File: src/rtl/oid_arc_ber_encoder_assert.svh
// Assertion macros used by the back part of the encoder.
// Each macro takes a label, a condition on the current cycle, the
// consequence and the message to report.
`ifndef OID_ARC_BER_ENCODER_ASSERT_SVH
`define OID_ARC_BER_ENCODER_ASSERT_SVH

// The consequence must hold in the same cycle.
`define OAB_ASSERT_NOW(lbl, ante, cons, msg) \
  lbl: assert property (@(posedge clk_i) disable iff (!rst_ni) (ante) |-> (cons)) \
    else $error(msg);

// The consequence must hold in the following cycle.
`define OAB_ASSERT_NEXT(lbl, ante, cons, msg) \
  lbl: assert property (@(posedge clk_i) disable iff (!rst_ni) (ante) |=> (cons)) \
    else $error(msg);

`endif

File: src/rtl/oab_pkg.sv
`timescale 1ns / 1ps

package oab_pkg;

  // Arc width that is actually used; upper input bits are ignored.
  localparam int ARC_BITS = 32;
  // 40 * first + second stays below 41 * 2^ARC_BITS, so six more bits.
  localparam int CMB_BITS = ARC_BITS + 6;
  // Number of 7-bit groups that cover the combined value.
  localparam int MAX_GROUPS = (CMB_BITS + 6) / 7;
  localparam int PAD_BITS = 7 * MAX_GROUPS;
  localparam int GRP_W = (MAX_GROUPS > 1) ? $clog2(MAX_GROUPS) : 1;

  // Command queue between the front and back parts.
  localparam int FIFO_DEPTH = 2;
  localparam int FIFO_PTR_W = $clog2(FIFO_DEPTH);
  localparam int FIFO_CNT_W = $clog2(FIFO_DEPTH + 1);

  // Result status codes.
  typedef enum logic [1:0] {
    ST_BYTE      = 2'd0,
    ST_SHORT     = 2'd1,
    ST_ZERO_LAST = 2'd2
  } status_e;

  // Position of the next arc within the identifier.
  typedef enum logic [2:0] {
    POS_FIRST  = 3'b001,
    POS_SECOND = 3'b010,
    POS_LATER  = 3'b100
  } arc_pos_e;

  typedef struct packed {
    logic [31:0] arc_value;
    logic        end_of_oid;
  } arc_in_t;

  typedef struct packed {
    logic [7:0] out_byte;
    logic [1:0] status;
    logic       last_of_oid;
  } byte_out_t;

  // One unit of work for the back part: a value to encode or an error.
  typedef struct packed {
    status_e               kind;
    logic [CMB_BITS-1:0]   value;
    logic                  is_final;
  } cmd_t;

endpackage

File: src/rtl/oab_cmd_fifo.sv
`timescale 1ns / 1ps

module oab_cmd_fifo (
  input  logic          clk_i,
  input  logic          rst_ni,
  input  logic          push_i,
  input  oab_pkg::cmd_t push_data_i,
  output logic          full_o,
  input  logic          pop_i,
  output logic          empty_o,
  output oab_pkg::cmd_t pop_data_o
);
  import oab_pkg::*;

  cmd_t                  mem_q [FIFO_DEPTH];
  logic [FIFO_PTR_W-1:0] wr_ptr_q, wr_ptr_d;
  logic [FIFO_PTR_W-1:0] rd_ptr_q, rd_ptr_d;
  logic [FIFO_CNT_W-1:0] cnt_q, cnt_d;
  logic                  do_push, do_pop;

  assign full_o     = (cnt_q == FIFO_CNT_W'(FIFO_DEPTH));
  assign empty_o    = (cnt_q == '0);
  assign pop_data_o = mem_q[rd_ptr_q];
  assign do_push    = push_i && !full_o;
  assign do_pop     = pop_i && !empty_o;

  // Pointer and fill count update.
  always_comb begin
    wr_ptr_d = wr_ptr_q;
    rd_ptr_d = rd_ptr_q;
    cnt_d    = cnt_q;
    if (do_push) begin
      wr_ptr_d = (wr_ptr_q == FIFO_PTR_W'(FIFO_DEPTH - 1)) ? '0 : wr_ptr_q + 1'b1;
    end
    if (do_pop) begin
      rd_ptr_d = (rd_ptr_q == FIFO_PTR_W'(FIFO_DEPTH - 1)) ? '0 : rd_ptr_q + 1'b1;
    end
    if (do_push && !do_pop) begin
      cnt_d = cnt_q + 1'b1;
    end else if (do_pop && !do_push) begin
      cnt_d = cnt_q - 1'b1;
    end
  end

  always_ff @(posedge clk_i or negedge rst_ni) begin
    if (!rst_ni) begin
      wr_ptr_q <= '0;
      rd_ptr_q <= '0;
      cnt_q    <= '0;
    end else begin
      wr_ptr_q <= wr_ptr_d;
      rd_ptr_q <= rd_ptr_d;
      cnt_q    <= cnt_d;
    end
  end

  // Entry storage needs no reset.
  always_ff @(posedge clk_i) begin
    if (do_push) begin
      mem_q[wr_ptr_q] <= push_data_i;
    end
  end

endmodule

File: src/rtl/oab_front.sv
`timescale 1ns / 1ps

module oab_front (
  input  logic             clk_i,
  input  logic             rst_ni,
  input  logic             in_valid_i,
  output logic             in_ready_o,
  input  oab_pkg::arc_in_t in_data_i,
  output logic             cmd_push_o,
  output oab_pkg::cmd_t    cmd_o,
  input  logic             cmd_full_i
);
  import oab_pkg::*;

  arc_pos_e            pos_q, pos_d;
  logic [ARC_BITS-1:0] held_q, held_d;
  logic [ARC_BITS-1:0] arc;
  logic [CMB_BITS-1:0] combined;
  logic                accept;
  cmd_t                cmd;
  logic                has_cmd;

  assign in_ready_o = !cmd_full_i;
  assign accept     = in_valid_i && in_ready_o;
  assign arc        = in_data_i.arc_value[ARC_BITS-1:0];

  // 40 * first = 32 * first + 8 * first, one three-input add.
  assign combined = (CMB_BITS'(held_q) << 5) + (CMB_BITS'(held_q) << 3) + CMB_BITS'(arc);

  // Classify the arc and choose the next position.
  always_comb begin
    cmd.kind     = ST_BYTE;
    cmd.value    = CMB_BITS'(arc);
    cmd.is_final = in_data_i.end_of_oid;
    has_cmd      = 1'b1;
    pos_d        = pos_q;
    held_d       = held_q;
    case (pos_q)
      POS_FIRST: begin
        if (in_data_i.end_of_oid) begin
          cmd.kind  = ST_SHORT;
          cmd.value = '0;
        end else begin
          has_cmd = 1'b0;
          held_d  = arc;
          pos_d   = POS_SECOND;
        end
      end
      POS_SECOND: begin
        cmd.value = combined;
        pos_d     = POS_LATER;
      end
      default: begin
        pos_d = POS_LATER;
      end
    endcase
    // A zero final arc replaces its bytes with an error item.
    if (pos_q != POS_FIRST && in_data_i.end_of_oid && arc == '0) begin
      cmd.kind  = ST_ZERO_LAST;
      cmd.value = '0;
    end
    if (in_data_i.end_of_oid) begin
      pos_d  = POS_FIRST;
      held_d = '0;
    end
  end

  assign cmd_push_o = accept && has_cmd;
  assign cmd_o      = cmd;

  always_ff @(posedge clk_i or negedge rst_ni) begin
    if (!rst_ni) begin
      pos_q  <= POS_FIRST;
      held_q <= '0;
    end else if (accept) begin
      pos_q  <= pos_d;
      held_q <= held_d;
    end
  end

endmodule

File: src/rtl/oab_back.sv
`timescale 1ns / 1ps

module oab_back (
  input  logic               clk_i,
  input  logic               rst_ni,
  input  logic               cmd_empty_i,
  input  oab_pkg::cmd_t      cmd_i,
  output logic               cmd_pop_o,
  output logic               out_valid_o,
  input  logic               out_ready_i,
  output oab_pkg::byte_out_t out_data_o
);
  import oab_pkg::*;

  `include "oid_arc_ber_encoder_assert.svh"

  logic                busy_q;
  status_e             kind_q;
  logic                final_q;
  logic [PAD_BITS-1:0] val_q;
  logic [GRP_W-1:0]    idx_q, idx_d;
  logic [PAD_BITS-1:0] cmd_val_pad;
  logic                emit, emit_last;
  logic [6:0]          grp;
  byte_out_t           next_out;
  logic                out_valid_q;
  byte_out_t           out_q;

  assign cmd_val_pad = PAD_BITS'(cmd_i.value);

  // Index of the most significant nonzero group of the new value.
  always_comb begin
    idx_d = '0;
    for (int g = 1; g < MAX_GROUPS; g++) begin
      if ((cmd_val_pad >> (7 * g)) != '0) begin
        idx_d = GRP_W'(g);
      end
    end
  end

  // One byte leaves whenever a command is held and the output register is free or being drained.
  assign emit      = busy_q && (!out_valid_q || out_ready_i);
  assign emit_last = emit && (idx_q == '0);
  assign cmd_pop_o = !cmd_empty_i && (!busy_q || emit_last);

  // Select the current 7-bit group.
  always_comb begin
    grp = val_q[6:0];
    for (int g = 1; g < MAX_GROUPS; g++) begin
      if (idx_q == GRP_W'(g)) begin
        grp = val_q[7*g +: 7];
      end
    end
  end

  // Form the result item.
  always_comb begin
    if (kind_q == ST_BYTE) begin
      next_out.out_byte    = {(idx_q != '0), grp};
      next_out.status      = ST_BYTE;
      next_out.last_of_oid = final_q && (idx_q == '0);
    end else begin
      next_out.out_byte    = '0;
      next_out.status      = kind_q;
      next_out.last_of_oid = 1'b1;
    end
  end

  // Command register and group counter.
  always_ff @(posedge clk_i or negedge rst_ni) begin
    if (!rst_ni) begin
      busy_q <= 1'b0;
      idx_q  <= '0;
    end else if (cmd_pop_o) begin
      busy_q <= 1'b1;
      idx_q  <= (cmd_i.kind == ST_BYTE) ? idx_d : '0;
    end else if (emit_last) begin
      busy_q <= 1'b0;
    end else if (emit) begin
      idx_q <= idx_q - 1'b1;
    end
  end

  always_ff @(posedge clk_i) begin
    if (cmd_pop_o) begin
      kind_q  <= cmd_i.kind;
      final_q <= cmd_i.is_final;
      val_q   <= cmd_val_pad;
    end
  end

  // Output register.
  always_ff @(posedge clk_i or negedge rst_ni) begin
    if (!rst_ni) begin
      out_valid_q <= 1'b0;
    end else if (emit) begin
      out_valid_q <= 1'b1;
    end else if (out_ready_i) begin
      out_valid_q <= 1'b0;
    end
  end

  always_ff @(posedge clk_i) begin
    if (emit) begin
      out_q <= next_out;
    end
  end

  assign out_valid_o = out_valid_q;
  assign out_data_o  = out_q;

  `OAB_ASSERT_NOW(a_err_single, busy_q && kind_q != ST_BYTE, idx_q == '0, "error command with more than one group")
  `OAB_ASSERT_NOW(a_idx_range, busy_q, idx_q < GRP_W'(MAX_GROUPS), "group index out of range")
  `OAB_ASSERT_NEXT(a_err_is_last, emit && kind_q != ST_BYTE, out_valid_q && out_q.last_of_oid, "error item not marked last")

endmodule

File: src/rtl/oid_arc_ber_encoder.sv
`timescale 1ns / 1ps
// Channel   Direction  Handshake                    Payload
// in        input      in_valid_i / in_ready_o      in_data_i  (arc_value, end_of_oid)
// out       output     out_valid_o / out_ready_i    out_data_o (out_byte, status, last_of_oid)
//
// The front part takes one arc per cycle while the two-entry command queue has room.
// The back part emits one byte per cycle unless the output stalls; an accepted arc yields
// zero to six content bytes or one error item, one byte for each 7-bit group of its value.
// An accepted arc passes through the command queue, the back part's command register and the output register.
// Reset is asynchronous and clears the arc position, the held first arc and the queue.
// A stalled output holds the back part; a full queue then holds the input.

module oid_arc_ber_encoder (
  input  logic               clk_i,
  input  logic               rst_ni,
  input  logic               in_valid_i,
  output logic               in_ready_o,
  input  oab_pkg::arc_in_t   in_data_i,
  output logic               out_valid_o,
  input  logic               out_ready_i,
  output oab_pkg::byte_out_t out_data_o
);
  import oab_pkg::*;

  logic cmd_push, cmd_full, cmd_pop, cmd_empty;
  cmd_t cmd_wr, cmd_rd;

  oab_front u_front (
    .clk_i      (clk_i),
    .rst_ni     (rst_ni),
    .in_valid_i (in_valid_i),
    .in_ready_o (in_ready_o),
    .in_data_i  (in_data_i),
    .cmd_push_o (cmd_push),
    .cmd_o      (cmd_wr),
    .cmd_full_i (cmd_full)
  );

  oab_cmd_fifo u_cmd_fifo (
    .clk_i       (clk_i),
    .rst_ni      (rst_ni),
    .push_i      (cmd_push),
    .push_data_i (cmd_wr),
    .full_o      (cmd_full),
    .pop_i       (cmd_pop),
    .empty_o     (cmd_empty),
    .pop_data_o  (cmd_rd)
  );

  oab_back u_back (
    .clk_i       (clk_i),
    .rst_ni      (rst_ni),
    .cmd_empty_i (cmd_empty),
    .cmd_i       (cmd_rd),
    .cmd_pop_o   (cmd_pop),
    .out_valid_o (out_valid_o),
    .out_ready_i (out_ready_i),
    .out_data_o  (out_data_o)
  );

endmodule

File: config.mk
export PLATFORM = sky130hd
export DESIGN_NAME = oid_arc_ber_encoder
export DESIGN_NICKNAME = d
export VERILOG_FILES = /design/src/rtl/oab_pkg.sv /design/src/rtl/oab_cmd_fifo.sv /design/src/rtl/oab_front.sv /design/src/rtl/oab_back.sv /design/src/rtl/oid_arc_ber_encoder.sv
export VERILOG_INCLUDE_DIRS = /design/src /design/src/rtl
export SDC_FILE = /design/constraint.sdc
export NUM_CORES = 1
export LEC_CHECK = 0
export ABC_AREA = 1
export BUFFER_PORTS_ARGS = -buffer_cell sky130_fd_sc_hd__buf_2
export CAP_MARGIN = 0
export CORE_ASPECT_RATIO = 2
export CORE_MARGIN = 4
export CORE_UTILIZATION = 45
export CTS_CLUSTER_SIZE = 40
export DETAILED_ROUTE_END_ITERATION = 6
export SLEW_MARGIN = 20
export SYNTH_ARGS = -nofsm -noshare
export SYNTH_HDL_FRONTEND = slang
export SYNTH_HIERARCHICAL = 1
export SYNTH_SLANG_ARGS = --single-unit
File: constraint.sdc
create_clock -name clk_i -period 6.2 [get_ports clk_i]
set_input_delay 1.24 -clock clk_i [delete_from_list [all_inputs] [get_ports clk_i]]
set_output_delay 1.24 -clock clk_i [all_outputs]
set_load 0.01 [all_outputs]
## Yosys cells after proc, flatten, opt, wreduce, memory -nomap -nowiden

Memory sizes are Yosys's and may differ from the RTL's.
Cells that the tools add are included.

| storage, ports and cells | value |
|---|---|
| register bits after elaboration | 96 |
| memory bits (writable) | 82 |
| input bits | 37 |
| output and inout port bits | 13 |
| word-level logic and storage cells | 107 |
| memories kept | 1 |

| cells by class | value |
|---|---|
| add/sub/neg operators | 7 |
| eq/ne operators | 10 |
| muxes and demuxes | 34 |
| bitwise gates (word level) | 1 |
| reduce and logical (&&, ||, !) cells | 39 |

Memories:

| name | words | bits a word | read ports | clocked after Yosys merged registers in | write ports | line | text |
|---|---|---|---|---|---|---|---|
| u_cmd_fifo.mem_q | 2 | 41 | 1 | 0 | 1 | oab_cmd_fifo.sv:15 | `cmd_t mem_q [FIFO_DEPTH];` |

Operators by type and width:

| cell | count |
|---|---|
| $reduce_bool 42->1 | 5 |
| $pmux 38 s2 | 1 |
| $mux 32 | 2 |
| $mux 40 | 1 |
| $mux 39 | 1 |
| $add 37x35->38 | 1 |
| $add 38x32->38 | 1 |
| $mux 3 | 11 |
| $logic_not 32->1 | 1 |
| $mux 7 | 4 |
| $logic_and 1x1->1 | 12 |
| $mux 1 | 12 |
| $reduce_bool 2->1 | 5 |
| $eq 3x2->1 const B | 3 |
| $eq 3x1->1 const B | 2 |
| $eq 3x3->1 const B | 2 |
| $logic_not 1->1 | 6 |
| $logic_not 2->1 | 3 |
| $mux 2 | 2 |
| $reduce_and 2->1 | 2 |
| $logic_not 3->1 | 1 |
| $ne 3x1->1 const B | 1 |
| $reduce_bool 3->1 | 1 |
| $sub 3x1->3 const B | 1 |
| 8 further kinds | 10 |

## Depth between registers and ports, before layout

Gate-level depths: netlist of run 1.

| logic depth | value |
|---|---|
| word-level depth | 10 |
| gate-level depth with buffers | 16 |
| mapped depth without buffers | 16 |

## Modules after synthesis

The synthesis of run 1 kept the hierarchy.

By module, submodules not included:

| module | times used | cells each | area an instance (um2) | sequential area each (um2) |
|---|---|---|---|---|
| oab_front | 1 | 679 | 4634.4 | 877.1 |
| oab_cmd_fifo | 1 | 246 | 3228.1 | 2562.5 |
| oab_back | 1 | 262 | 2622.5 | 1686.6 |

## Least setup slack after synthesis of run 1

Ideal clock, no wire load.

| timing path | value |
|---|---|
| kind | input port to flip-flop |
| start | input in_valid_i |
| end | memory u_cmd_fifo/mem_q[1][0] (netlist name) (enable) |
| setup time | 0.439 ns |
| data arrival time | 3.409 ns |
| data required time | 5.761 ns |
| slack | 2.352 ns |
| cell stages on the path | 6 |
| buffers on the path | 0 |
| cells stage by stage | nand2_1 inv_1 o21ai_0 inv_1 o21ai_0 nor2_1 |

| between the ends | value |
|---|---|
| word-level cells in the longest chain between the ends | 5 |

RTL lines:

| what | line | text |
|---|---|---|
| start, declared | oid_arc_ber_encoder.sv:16 | `input logic in_valid_i,` |
| $logic_and 1x1->1 | oab_front.sv:24 | `assign accept = in_valid_i && in_ready_o;` |
| $logic_and 1x1->1 | oab_front.sv:68 | `assign cmd_push_o = accept && has_cmd;` |
| via cmd_push | oid_arc_ber_encoder.sv:25 | `logic cmd_push, cmd_full, cmd_pop, cmd_empty;` |
| $logic_and 1x1->1 | oab_cmd_fifo.sv:24 | `assign do_push = push_i && !full_o;` |
| $mux 1 | oab_cmd_fifo.sv:59 | `if (do_push) begin` |
| $mux 1 (implied by the code) | oab_cmd_fifo.sv:60 | `mem_q[wr_ptr_q] <= push_data_i;` |
| end, declared | oab_cmd_fifo.sv:15 |  |

The timed path passes the listed nets, and every way through them passes these cells.

==> key figures, run 1 <==
Synth
  • Ys async rst share: 0.247
  • Most used DFF post-synth: edfxtp_1
  • Synth warnings: 6
  • Avg Cell Area, Syn: approximately 9 sq um
  • Synthesized instance count: between 1000 and 1500
  • Post-synthesis register bit count: 178
  • Synth Cell Area: about 10000 sq um
  • Register area share after synthesis: 0.489
  • Mapped Nets: around 1300
  • Number of flops mapped to enable cells by yosys: 134
  • Count of cell types in the netlist: between 40 and 50

Clock tree
  • CTS buffer count: 17
  • Hold buffers post-CTS: 0
  • H-tree level count: 4
  • Worst-Skew Late Latency: 440 ps
  • Clock Sinks: roughly 180
  • CTS tree: built
  • Clock root cell: clkbuf_16
  • CTS-repair resized insts: 0
  • CTS Buffer Depth: 2
  • Postcts setup bufs: 0
  • Clock transition at path regs: 70 ps

Route
  • WL final: about 26000 microns
  • DRC Markers: 0
  • WL/cell: around 17 microns
  • DRT iter0 DRCs: between 300 and 400
  • 1st-pass router iterations: 7
  • Vias post-DR: 7960
  • Routed Antenna Nets: 0
  • Vias per inst: between 5 and 6

Setup path
  • Startpoint Class: input pin
  • CP max stage cell: fa_1
  • Cell chain of the critical path: buf_2 -> fa_1 -> ha_1 -> a21oi_1 -> nor2_1 -> nor2_1 -> nand3_1 -> nand2_1 -> nand2_1 -> or2_2 -> nand3_1 -> o21ai_0
  • Crit path required time: approximately 6300 ps
  • CP Class: input pin to flip-flop
  • Worst reg-to-reg path cell count: 11
  • Largest fanout on the critical path: 4
  • Slowest cell delay on critical path: 470 ps
  • R2R setup slack: about 3200 ps
  • CP endpoint kind: flip-flop
  • Worst r2r dst: u_cmd_fifo/mem_q[0][24]
  • CP arrival: about 3600 ps
  • FF-to-FF Start: u_front/held_q[7]

Worst hold path
  • HP Class: flip-flop to flip-flop
  • Worst min-delay path endpoint: u_back/out_data_o[1]
  • Hold Path Stages: 0
  • Hold Crit Start: u_back/kind_q[0]

Die
  • Core area: ~23000 sq um
  • Die X: roughly 120 microns
  • I/O pin cnt: 50
  • Initial Util: 0.459
  • Die height: between 200 and 250 microns
  • Row Count: 78
  • Die area: 26000 sq um

Cells and area
  • Post-Layout Inst Area: between 10000 and 15000 sq um
  • Number of diodes: 0
  • Layout cell share with drive strength beyond 1: 0.102
  • Final cell count without fillers: 1530
  • Area Overhead vs Synth: 10.8%
  • Core Util, Final: 0.509
  • Final nets: 1345

Place
  • DP Cell Count: 1498
  • Detailed Place HPWL: 20900 microns
  • Setup WS pre-CTS: ~2300 ps
  • Input/output buffers: 49
  • Post-DP Area: approximately 11000 sq um
  • RD Place Congestion: between 0.9 and 1

Pwr
  • Total power: between 5 and 6 mW
  • Peak supply drop: approximately 290 uV
  • Pwr Density: 496 nW/um^2
  • P_leak: roughly 5.3 nW

Timing
  • Setup TNS: 0 ps
  • Final-report max-slew violation count: 0
  • Final setup viols: 0
  • RSZ-0062 raised after global routing: false
  • Tcrit/Tclk final: 0.561
  • Max Fclk: about 290 MHz
  • Hold_ws: 489 ps
  • Slew margin rel.: 0.492
  • Clock Skews: slightly above 10 ps
  • Final hold violations: 0
  • Setup ws final: ~2700 ps
  • Worst Tran Pin Value: 762 ps
  • Final min period: approximately 3500 ps

Run
  • Maxcap violations: 0

GRT
  • Vias in the first global route: ~8200
  • Total global routing overflow: 0
  • Initial antenna violation count: 0
  • GRT Util Overall: 0.216
  • Global-route wire length before repair: ~42000 microns
  • Pin count of the biggest net entering global routing: 46

Outcome
  • Status: completed
[Yosys cell counts, drive strengths merged (3+ instances only)]
master  number  share of area
inv        180          0.064
o21bai       3         0.0021
fa          28          0.053
xnor2       14          0.012
nand3       55          0.029
nor4         4         0.0030
clkbuf       5         0.0018
ha          43          0.051
nor2        93          0.037
nor3        20          0.012
nand4        7         0.0042
dfrtp       43           0.10
o22ai       37          0.022
buf         19          0.013
a21oi       55          0.027
nand2      365           0.13
and2         3         0.0018
o21a         4         0.0029
or2          5         0.0030
o211ai       5         0.0036
nand3b       9         0.0064
edfxtp     134           0.38
o21ai       48          0.023
a31oi        4         0.0024
[power breakdown]
group | switching, mW | leakage [nW] | internal [mW] | total (mW)
combinational | 1.81 | 3.12 | 0.860 | 2.67
sequential | 0.184 | 1.83 | 1.76 | 1.94
clock | 0.498 | 0.309 | 0.654 | 1.15
[layout make-up]
cell class	instances	area, sq um
tap	280	350
multi-input combinational	805	4540
timing repair buffer	55	290
fill	2201	11200
clock inverter	15	206
clock buffer	17	425
sequential	178	5130
inverter	180	676
[cell usage in the layout (no fill, tap or decap), types with 2 or more instances in the layout]
cell,count
ha_1,43
nor2_2,3
clkinv_4,2
and2_1,2
inv_2,5
inv_1,175
o21ai_1,2
buf_2,49
inv_8,5
edfxtp_1,134
o21ai_0,44
nand3_2,6
a21o_1,2
nor2_4,3
clkbuf_16,17
o21bai_1,3
nor3_4,2
xnor2_1,14
a31oi_1,4
buf_4,6
nand2_1,356
o22ai_1,37
o211ai_1,5
dfrtp_1,43
nand3_1,49
nor2_1,86
nand2_2,9
or2_2,5
bufinv_16,3
inv_6,4
fa_1,28
nor4_1,3
nor3_1,17
nand4_1,7
nand3b_1,9
o21ai_2,2
o21a_1,4
a21oi_1,53
[logic make-up after synthesis]
group                      after synthesis  synth area share
buffers and inverters                  204            0.0796
and+or+nand+nor                        561             0.229
DFF                                    178             0.489
adders and majority gates               71             0.105
AOI/OAI and AO/OA                      159            0.0856
xor gates and xnor gates                14            0.0117
[flip-flops by register name, indices dropped and copies added, names as in the netlist]
register             flops
u_cmd_fifo/mem_q        82
u_back/idx_q             3
u_back/final_q           1
u_back/busy_q            1
u_cmd_fifo/wr_ptr_q      1
u_back/kind_q            2
u_front/held_q          32
u_back/out_data_o       11
u_front/pos_q            3
u_cmd_fifo/rd_ptr_q      1
u_back/val_q            38
u_cmd_fifo/cnt_q         2
u_back/out_valid_o       1
[routing by layer]
| metal | vias to the layer above | GRT usage | part of all wire | routed length [microns] |
|---|---|---|---|---|
| met5 | - | 0 | 0 | 0 |
| met4 | 0 | 0.124 | 0.061 | 1600 |
| met3 | 72 | 0.0341 | 0.032 | 837 |
| met2 | 173 | 0.406 | 0.56 | 14900 |
| met1 | 3729 | 0.216 | 0.34 | 9070 |
| li1 | 3986 | - | - | - |
[critical path, delay by kind of cell]
| family | cells | cell delay, ps |
|---|---|---|
| and+or+nand+nor | 7 | 970 |
| adders and majority gates | 2 | 850 |
| AOI/OAI and AO/OA | 2 | 430 |
| buffers and inverters | 1 | 120 |
[worst max-delay path by stage]
stage                       start                       to  slack, ps  cells after the start
floorplan              in_valid_i   u_cmd_fifo/mem_q[1][0]       2350                      6
global placement    in_data_i[11]  u_cmd_fifo/mem_q[0][24]       2320                     12
detailed placement  in_data_i[11]  u_cmd_fifo/mem_q[1][24]       2300                     12
CTS                 in_data_i[11]  u_cmd_fifo/mem_q[0][24]       2780                     12
global route        in_data_i[11]  u_cmd_fifo/mem_q[0][24]       2530                     12
finish              in_data_i[13]  u_cmd_fifo/mem_q[0][24]       2720                     12
Note: power is estimated with default switching activity, not from simulation.
==> inputs of run 2 (changes only) <==
ABC_AREA = 0   (was 1)
clock period = 3.5 ns   (was 6.2 ns; I/O delays follow)
==> run 2 against run 1 <==
Against the previous run:
- first-iteration DRC count increased by 8.1%
- sequential cell count unchanged
- critical path depth decreased by 1
- final cell count decreased by 20%
- synthesized cell count decreased by 31%
- synthesized area decreased by 3.7%
- clock skew increased by 1.2 ps
- non-clock buffer count increased by 90
- clock power increased by 69%
- largest power group unchanged
==> key figures, run 2 <==
Synth
  • Avg Cell Area, Syn: ~12 sq um
  • Top post-synthesis cells by area: edfxtp_1 40%, dfrtp_1 11%, mux2_4 5.8%
  • Ys async rst share: 0.247
  • Synthesized instance count: about 800
  • Synth Cell Area: ~10000 sq um
  • Post-synthesis mux area share: 0.0661
  • Number of flops mapped to enable cells by yosys: 134
  • Post-synthesis register bit count: roughly 180
  • Simple-gate share of the synthesized area: 0.106
  • Cell taking the most area after synthesis: edfxtp_1
  • Yosys top cell area share: 0.398
  • Count of cell types in the netlist: between 70 and 80
  • Synth warnings: 6
  • Post-Synth XOR/XNOR Area: 0.0191
  • Mapped Nets: 926
  • Register area share after synthesis: 0.507
  • Most used DFF post-synth: edfxtp_1
  • Most frequent cell after synthesis: edfxtp_1
  • Synth Area in Compound Gates: 0.156
  • Top post-synthesis cells by count: 134 x edfxtp_1, 66 x nand2_1, 46 x o21ai_0
  • Adder-Cell Fraction of Synth Area: 0.109
  • Largest family of logic cells by synthesized area: compound AO/OA/AOI/OAI gates

GRT
  • GRT Util Overall: 0.204
  • Pin count of the biggest net entering global routing: 42
  • Initial antenna violation count: 0
  • Vias in the first global route: 7286
  • Global-route wire length before repair: about 39000 microns
  • Total global routing overflow: 0

Pwr
  • Total power: slightly below 10 mW
  • Pint: 6.27 mW
  • Pwr Density: 837 nW/um^2
  • Net switching power: ~3.6 mW
  • Peak supply drop: around 390 uV
  • Clock group share of total power: 0.196
  • Combinational Power Share: 0.462
  • Sw frac: 0.366
  • Flop pwr share: 0.342
  • P_leak: approximately 5.0 nW

Clock tree
  • CTS-repair resized insts: 0
  • CTS Buffer Depth: 2
  • Worst-Skew Late Latency: about 430 ps
  • Clock transition at path regs: about 60 ps
  • Hold buffers post-CTS: 0
  • H-tree level count: 4
  • CTS tree: built
  • Postcts setup bufs: 0
  • CTS buffer count: 17
  • Clock root cell: clkbuf_16
  • Clock Sinks: around 180

Setup path
  • CP arrival: between 3000 and 4000 ps
  • Largest fanout on the critical path: 3
  • CP endpoint kind: flip-flop
  • Crit path required time: ~3700 ps
  • Startpoint Class: flip-flop
  • CP Class: flip-flop to flip-flop

Die
  • Die height: 220 microns
  • Initial Util: 0.456
  • I/O pin cnt: 50
  • Die X: 114 microns
  • Row Count: between 70 and 80
  • Core area: 22200 sq um
  • Die area: 25100 sq um

Timing
  • Final-report max-slew violation count: 0
  • Clock Skews: 11.5 ps
  • Tcrit/Tclk final: 0.936
  • Final setup viols: 0
  • Worst Tran Pin Value: about 1000 ps
  • Setup TNS: 0 ps
  • Slew margin rel.: 0.335
  • Max Fclk: around 310 MHz
  • Final hold violations: 0
  • RSZ-0062 raised after global routing: false
  • Final min period: 3280 ps

Cells and area
  • Largest register FFs: between 80 and 90
  • Most frequent cells in the layout: 134 x edfxtp_1, 94 x buf_4, 66 x nand2_1, 49 x buf_2, 46 x o21ai_0
  • Fill cell count: roughly 2000
  • Final nets: roughly 1000
  • Core Util, Final: 0.533
  • Number of diodes: 0
  • Top flop regs: u_cmd_fifo/mem_q x82, u_back/val_q x38, u_front/held_q x32
  • Post-Layout Inst Area: between 10000 and 15000 sq um
  • Most flops, register: u_cmd_fifo/mem_q
  • Layout cell share with drive strength beyond 1: 0.251
  • Most common cell after layout, fill and taps aside: edfxtp_1
  • Area Overhead vs Synth: 17.0%

Route
  • Vias post-DR: slightly below 7000
  • Vias per inst: approximately 5.6
  • WL/cell: ~20 microns
  • DRC Markers: 0
  • WL final: 24400 microns
  • 1st-pass router iterations: 5
  • Routed Antenna Nets: 0
  • DRT iter0 DRCs: around 400

Run
  • Maxcap violations: 0

Outcome
  • Status: completed

Place
  • Post-DP Area: 11200 sq um
  • RD Place Congestion: ~0.91
  • Detailed Place HPWL: roughly 20000 microns
  • Input/output buffers: 49

Worst hold path
  • HP Class: input pin to asynchronous set/reset pin
-- run 2: cell count changes after synthesis, sizes merged, moves of 17 or more --
cell / change
a22o: +36
nor2: -66
nand2: -299
clkbuf: +19
nand3: -41
o22ai: -32
mux2: +41
inv: -152
a21o: +17
-- run 2: power groups by stage --
stage | registers, mW | clock network [mW] | logic, mW
final | 3.38 | 1.94 | 4.57
after CTS | 3.39 | 1.98 | 4.58
after detailed placement | 3.43 | 0 | 4.55
after global routing | 3.45 | 2.07 | 4.99
after floorplan | 3.29 | 0 | 3.19
after global placement | 3.42 | 0 | 4.50
-- run 2: worst max-delay path, stage by stage (launching register included) --
cell and delay [ps]:
dfrtp_1 400, inv_1 70, fa_1 480, inv_1 60, fa_1 430, a21o_1 210
a311o_1 420, nand3_1 120, a21o_1 140, a21boi_0 90, or3_1 330, a32o_1 260
-- run 2: final timing paths --
| path | start | end | cells after the start | slack, ps |
|---|---|---|---|---|
| hold reg to reg | u_front/pos_q[0] | u_front/pos_q[0] | 2 | 500 |
| min in group clk_i | u_front/pos_q[0] | u_front/pos_q[0] | 2 | 500 |
| hold / removal | rst_ni | u_back/idx_q[1] | 1 | 370 |
| setup / recovery | u_front/held_q[2] | u_cmd_fifo/mem_q[0][29] | 11 | 220 |
| max in group asynchronous | rst_ni | u_front/held_q[30] | 2 | 2410 |
| setup reg to reg | u_front/held_q[2] | u_cmd_fifo/mem_q[0][29] | 11 | 220 |
-- run 2: logic make-up (layout without fill, tap and decap cells) --
family                   Yosys count  after routing
XOR/XNOR                          22             22
adder cells (fa/ha/maj)           71             71
AO/OA/AOI/OAI                    223            223
buffers and inverters             70            205
flip-flops                       178            178
multiplexers                      47             47
AND/OR/NAND/NOR                  207            207
-- run 2: layout make-up --
class	instances	area, sq um	share of cell area
timing repair buffer	145	991	0.0839
multi-input combinational	570	4640	0.393
clock inverter	10	133	0.0112
inverter	28	105	0.00889
tap	276	345	0.0292
clock buffer	22	474	0.0401
sequential	178	5130	0.434
-- run 2: through the flow --
stage / setup WS [ps] / hold WS (ps) / cells
after floorplan: 37.4 / 404 / 818
after global placement: -170 / 473 / 1197
after detailed placement: -218 / 487 / 1197
after CTS: 199 / 383 / 1229
after global routing: 7.92 / 414 / 1229
final: 224 / 367 / 1229
-- run 2: routing by layer --
layer,track usage,vias to the layer above,routed length [microns]
met3,0.0324,58,656
li1,-,3337,-
met2,0.397,141,14000
met5,0,-,0
met4,0.117,0,1360
met1,0.195,3381,8360
